--- src/design/mm_pkg.sv ---
`timescale 1ns / 1ps
// ----------------------------------------------------------------------------
// mm_pkg
// Shared codes and types of the fixed-point matrix multiplier.
// ----------------------------------------------------------------------------
package mm_pkg;

  localparam logic [1:0] FUNC_LOAD_A   = 2'd0;
  localparam logic [1:0] FUNC_LOAD_B   = 2'd1;
  localparam logic [1:0] FUNC_COMPUTE  = 2'd2;
  localparam logic [1:0] FUNC_RESERVED = 2'd3;

  localparam logic [3:0] REG_A_ROWS = 4'd0;
  localparam logic [3:0] REG_A_COLS = 4'd1;
  localparam logic [3:0] REG_B_ROWS = 4'd2;
  localparam logic [3:0] REG_B_COLS = 4'd3;

  localparam int DATA_W = 32;
  localparam int IDX_W  = 3;
  localparam int DIM_W  = 4;

  // control that travels along the chain with each a element
  typedef struct packed {
    logic valid;
    logic first;
    logic last;
  } beat_ctrl_t;

endpackage

--- src/design/mm_cell.sv ---
`timescale 1ns / 1ps
// ----------------------------------------------------------------------------
// mm_cell
// One column cell: holds one column of B, multiplies the passing a element
// with its b entry, accumulates the dot product and saturates the result.
// ----------------------------------------------------------------------------
module mm_cell #(
  parameter int MAX_DIM   = 8,
  parameter int FRAC_BITS = 16
) (
  input  logic                       clk,
  input  logic                       rst,
  input  logic                       wr_en,
  input  logic [$clog2(MAX_DIM)-1:0] wr_addr,
  input  logic [31:0]                wr_data,
  input  mm_pkg::beat_ctrl_t         in_ctrl,
  input  logic [$clog2(MAX_DIM)-1:0] in_k,
  input  logic [31:0]                in_a,
  output mm_pkg::beat_ctrl_t         out_ctrl,
  output logic [$clog2(MAX_DIM)-1:0] out_k,
  output logic [31:0]                out_a,
  output logic [31:0]                res,
  output logic                       res_valid
);

  localparam int ACCW = 64 + $clog2(MAX_DIM);

  logic [31:0]            bank [MAX_DIM];
  logic signed [63:0]     prod;
  mm_pkg::beat_ctrl_t     p_ctrl;
  logic signed [ACCW-1:0] acc;
  logic signed [ACCW-1:0] prod_ext;
  logic signed [ACCW-1:0] shifted;
  logic                   acc_done;
  logic                   fits;

  always_ff @(posedge clk) begin
    if (wr_en) begin
      bank[wr_addr] <= wr_data;
    end
  end

  // hand the a element on to the next cell
  always_ff @(posedge clk) begin
    if (rst) begin
      out_ctrl <= '0;
    end else begin
      out_ctrl <= in_ctrl;
    end
    out_k <= in_k;
    out_a <= in_a;
  end

  always_ff @(posedge clk) begin
    if (rst) begin
      p_ctrl <= '0;
    end else begin
      p_ctrl <= in_ctrl;
    end
    prod <= $signed(in_a) * $signed(bank[in_k]);
  end

  assign prod_ext = {{(ACCW-64){prod[63]}}, prod};

  always_ff @(posedge clk) begin
    if (rst) begin
      acc_done <= 1'b0;
    end else begin
      acc_done <= p_ctrl.valid && p_ctrl.last;
    end
    if (p_ctrl.valid) begin
      acc <= p_ctrl.first ? prod_ext : acc + prod_ext;
    end
  end

  assign shifted = acc >>> FRAC_BITS;
  assign fits    = (&shifted[ACCW-1:31]) || !(|shifted[ACCW-1:31]);

  always_ff @(posedge clk) begin
    if (rst) begin
      res_valid <= 1'b0;
    end else begin
      res_valid <= acc_done;
    end
    if (acc_done) begin
      if (fits) begin
        res <= shifted[31:0];
      end else begin
        res <= shifted[ACCW-1] ? 32'h8000_0000 : 32'h7FFF_FFFF;
      end
    end
  end

endmodule

--- config.mk ---
export PLATFORM = sky130hd
export DESIGN_NAME = mm_cell
export DESIGN_NICKNAME = d
export VERILOG_FILES = /design/src/design/mm_pkg.sv /design/src/design/mm_cell.sv
export SDC_FILE = /design/constraint.sdc
export NUM_CORES = 2
export LEC_CHECK = 0
export BUFFER_PORTS_ARGS = -buffer_cell sky130_fd_sc_hd__buf_2
export CELL_PAD_IN_SITES_DETAIL_PLACEMENT = 1
export CELL_PAD_IN_SITES_GLOBAL_PLACEMENT = 2
export CORE_ASPECT_RATIO = 1.25
export CORE_MARGIN = 8
export CORE_UTILIZATION = 32
export DETAILED_ROUTE_END_ITERATION = 16
export PLACE_DENSITY_LB_ADDON = 0.15
export SETUP_SLACK_MARGIN = 0.5
export SLEW_MARGIN = 20
export SYNTH_ARGS = -nofsm -noshare
export SYNTH_HDL_FRONTEND = slang
export SYNTH_SLANG_ARGS = --single-unit
--- constraint.sdc ---
create_clock -name clk -period 11.3 [get_ports clk]
set_input_delay 1.13 -clock clk [delete_from_list [all_inputs] [get_ports clk]]
set_output_delay 1.13 -clock clk [all_outputs]
set_load 0.02 [all_outputs]
======== Word-level counts from Yosys, hierarchy flattened ========
Memories as Yosys holds them, arrays and structs flattened.
Index checks and enable logic that the tools add are counted.
word-level totals
  bits in writable memories ............... 256
  logic and storage cells ................. 23
  bits in registers ....................... 203
  input bits .............................. 76
  memories kept ........................... 1
  output and inout port bits .............. 71
memory list
  memory  words  bits a word  rd ports  clocked after Yosys merged registers in  wr ports  line           RTL
  bank    8      32           1         0                                        1         mm_cell.sv:28  logic [31:0] bank [MAX_DIM];
operators by class
  $mul .................................... 1
  muxes and demuxes ....................... 5
  add/sub/neg operators ................... 1
  reductions and logical operators ........ 5
operators with widths
  cell               count
  $add 67x64->67     1
  $mux 67            1
  $mul 32x32->64     1
  $mux 32            2
  $reduce_and 20->1  1
  $reduce_or 20->1   1
  $mux 1             2
  $logic_and 1x1->1  1
  $logic_not 1->1    1
  $logic_or 1x1->1   1

======== Depth between registers and ports, before layout ========
  depth in word-level cells ............... 4
  gate-level depth with buffers ........... 35
  depth with buffers taken out ............ 31

======== Least setup slack after synthesis ========
Ideal clock, no wire load.
  path type ............................... input -> register
  start point ............................. input in_k[0]
  end point ............................... register prod[63]
  stages .................................. 30
  required time ........................... 11180 ps
  arrival time ............................ 10001 ps
  buffers on the path ..................... 3
  slack ................................... 1179 ps
  library setup time ...................... 120 ps
  cell sequence ........................... clkbuf_1 buf_1 mux4_2 mux2_2 clkbuf_1 nand2_1 inv_1 fa_1 inv_1 fa_1 fa_1 inv_1 fa_1 inv_1 fa_1 inv_1 fa_1 fa_1 fa_1 ha_1 nand3_1 nor2_1 a221o_1 nor2b_1 a211oi_1 o31ai_1 a221oi_1 o21ai_1 a21oi_1 xnor2_1
between the ends
  longest elaborated chain between the ends .. 2
RTL lines
  what                  line           RTL
  from (decl)           mm_cell.sv:17  input logic [$clog2(MAX_DIM)-1:0] in_k,
  $mem_v2 8x32          n/a
  $mul 32x32->64        mm_cell.sv:60  prod <= $signed(in_a) * $signed(bank[in_k]);
  to (signal assigned)  mm_cell.sv:60
  to (decl)             mm_cell.sv:29  logic signed [63:0] prod;
Every way passes these cells.
A chain may end at the register's enable or synchronous reset.

======== Worst setup path after layout ========
  start point ............................. input in_k[0]
  end point ............................... register prod[61]
Same word-level chain as after synthesis.

==> impl_metrics.toml <==
[clocking]
cts_setup_buffers = 0
cts.path.max_buffers = 3
cts_resized = 0
cts_buffers = 54
cts.reportedPaths.clkPinSlew_ns = 0.06
cts_root_buffer = "clkbuf_16"
holdBufCountCts = 0
cts_tree = "built"
htree_levels = 2
clkLatencyLatePin_ns = 0.68
clock-sinks = 459

[place]
dp.final_hpwl_mm = 136
port_buffers = 146
gp_congestion = 0.792

[synth]
ys_seq_area_share_pct = 22.8
syn_area_per_cell_um2 = 10.6
synth_top_cell_by_area = "fa_1"
ys_top_cells_by_area = "fa_1 39%, edfxtp_1 19%, inv_1 7.0%"
synth_nets = 6679
synthArstFlopShare_pct = 0
ys.flop_type = "edfxtp_1"
yosys_warnings = 0
ys_types = 76
yosys_register_bits = 459
syn-instance-count = 5270
synth_top_area_share_pct = 38.8
netlist_area_um2 = 55900
synth_edf_count = 355

[floorplanning]
fp.dieW_um = 390
die_area_um2 = 188000
rows = 171
die_h_um = 483
start_util_pct = 32.2
pin_count = 147
core_um2 = 174000

[setup_path]
max_stage_delay_ns = 0.65
reg2reg_slack_ns = 2.09
r2r_end = "prod[61]"
cp-start-kind = "input port"
end_kind = "register"
r2r_cells = 26
arrival_ns = 10.66
cpMostUsedCell = "fa_1"
cp_max_fo = 26
timing.rr.start = "bank[3][11]"
required_ns = 11.89
slowest_stage = "fa_1"
critPathKind = "input port to register"

[routing]
wl_per_cell_um = 22.0
avgViaCountPerCell = 4.78
route.vias.total = 36600
route.final.wire_length_mm = 168
ant_nets = 0
drt_iter0_markers = 1650
dr.pass1.iters = 4
drc = 0

[hold_path]
hold_end = "acc_done"
hold_start = "p_ctrl[0]"
hold-path-cell-count = 2
hold_path_class = "register to register"

[global_routing]
grt_max_degree = 73
overflow = 0
antenna_found_initial = 13
grt_pass1_vias = 42400
grt_pass1_wl_mm = 261
grt_usage_pct = 17.9

[sta]
grt_setup_unrepaired = "no"
setup_viol = 0
slew_viol_final = 0
fmax_mhz = 99.3
period_needed_ns = 10.07
fin_tns_setup_ns = 0
fin_worst_skew_ns = 0.0547
tightestPinTransition_ns = 1.03
finalHoldViolCount = 0
maxSlewHeadroom_pct = 31.3
min_period_over_period_pct = 89.2

[cells_and_area]
final.fill_count = 19200
area_growth_pct = 9.54
mostFrequentLayoutCell = "fa_1"
final_cell_mix = "1083 x fa_1, 1041 x inv_1, 582 x nand2_1"
nets = 6682
multi_input_area_um2 = 38400
regArea_um2 = 12700
drive_gt1_share_pct = 8.55

[status]
status = "finished clean"

[run]
max-cap-violations = 0
==> sequential cells by signal, indices dropped and copies added (netlist names) <==
name       flops
acc_done       1
out_k          3
acc           67
bank         256
prod          64
res           32
out_a         32
p_ctrl         3
res_valid      1
==> stage by stage <==
stage | cell area (µm²) | hold WS [ns] | std cells | setup WS [ns] | util [%]
after CTS | 61200 | 0.445 | 7654 | 1.22 | 35.3
after global placement | 59300 | 0.433 | 7552 | 0.557 | 34.2
after global routing | 61200 | 0.489 | 7655 | 0.876 | 35.3
final | 61200 | 0.436 | 7656 | 1.23 | 35.3
after detailed placement | 59300 | 0.437 | 7552 | 0.496 | 34.2
after floorplan | 55900 | 0.509 | 5270 | 1.18 | -
==> how the worst max path moves through the flow <==
stage | from | end | slack, ns | cells past startpoint
after detailed placement | in_k[0] | prod[61] | 0.50 | 28
after global placement | in_k[0] | prod[61] | 0.56 | 28
after global routing | in_k[0] | prod[61] | 0.88 | 28
final | in_k[0] | prod[61] | 1.23 | 28
after CTS | in_k[0] | prod[61] | 1.22 | 28
after floorplan | in_k[0] | prod[63] | 1.18 | 30
==> metal layers <==
metal | share of wire (%) | global-route usage [%]
met1 | 47 | 24.9
met2 | 47 | 30.2
met3 | 3.5 | 2.35
met4 | 2.0 | 3.54
met5 | 0.0077 | 0
==> worst max-delay path, delay by kind of cell <==
family | cells | cell delay, ns
buf+inv | 8 | 1.46
simple gates | 4 | 1.02
xor+xnor | 1 | 0.16
mux | 2 | 1.12
fa+ha+maj | 9 | 4.55
compound gates | 4 | 1.14
==> cell families (layout without fill, tap and decap cells) <==
group | count (synthesis) | count (layout) | synth area share (%)
adders and majority gates | 1333 | 1333 | 44.4
buffers and inverters | 1319 | 1368 | 8.89
AOI/OAI and AO/OA | 522 | 522 | 5.88
and+or+nand+nor | 1407 | 1407 | 12.7
xor gates and xnor gates | 130 | 130 | 2.04
other | 0 | 2 | 0
muxes | 100 | 100 | 3.27
DFF | 459 | 459 | 22.8
==> area by class of cell <==
cell class	count	share of cell area, %
clock inverters	25	0.517
well taps	2335	4.77
flip-flops and latches	459	20.8
diodes	2	0.00818
inverters	1041	6.38
clock buffers	77	2.56
repair buffers	225	2.25
multi-input cells	3492	62.7
==> synth_stat cells, drive strengths merged (5+ instances only) <==
| master | n |
|---|---|
| and2 | 238 |
| a211oi | 16 |
| a221oi | 6 |
| o21a | 19 |
| inv | 1041 |
| nand2b | 50 |
| a31oi | 16 |
| nand2 | 583 |
| mux4 | 64 |
| o31ai | 8 |
| a31o | 5 |
| clkbuf | 261 |
| edfxtp | 355 |
| a311oi | 5 |
| and3 | 23 |
| nor4 | 8 |
| o311ai | 5 |
| a21boi | 5 |
| nand4 | 22 |
| or2 | 14 |
| o21bai | 25 |
| nor2b | 307 |
| xnor2 | 76 |
| ha | 250 |
| mux2 | 22 |
| nor3 | 15 |
| o21ai | 166 |
| nand3 | 42 |
| a21o | 84 |
| dfxtp | 104 |
| a21oi | 122 |
| fa | 1083 |
| mux2i | 14 |
| o211ai | 6 |
| or3 | 6 |
| xor2 | 54 |
| nor2 | 84 |
| a221o | 5 |
| buf | 17 |
Power is left out: the tool's default activity adds up to more than one toggle a clock period on the data nets, which glitch-free logic cannot reach.
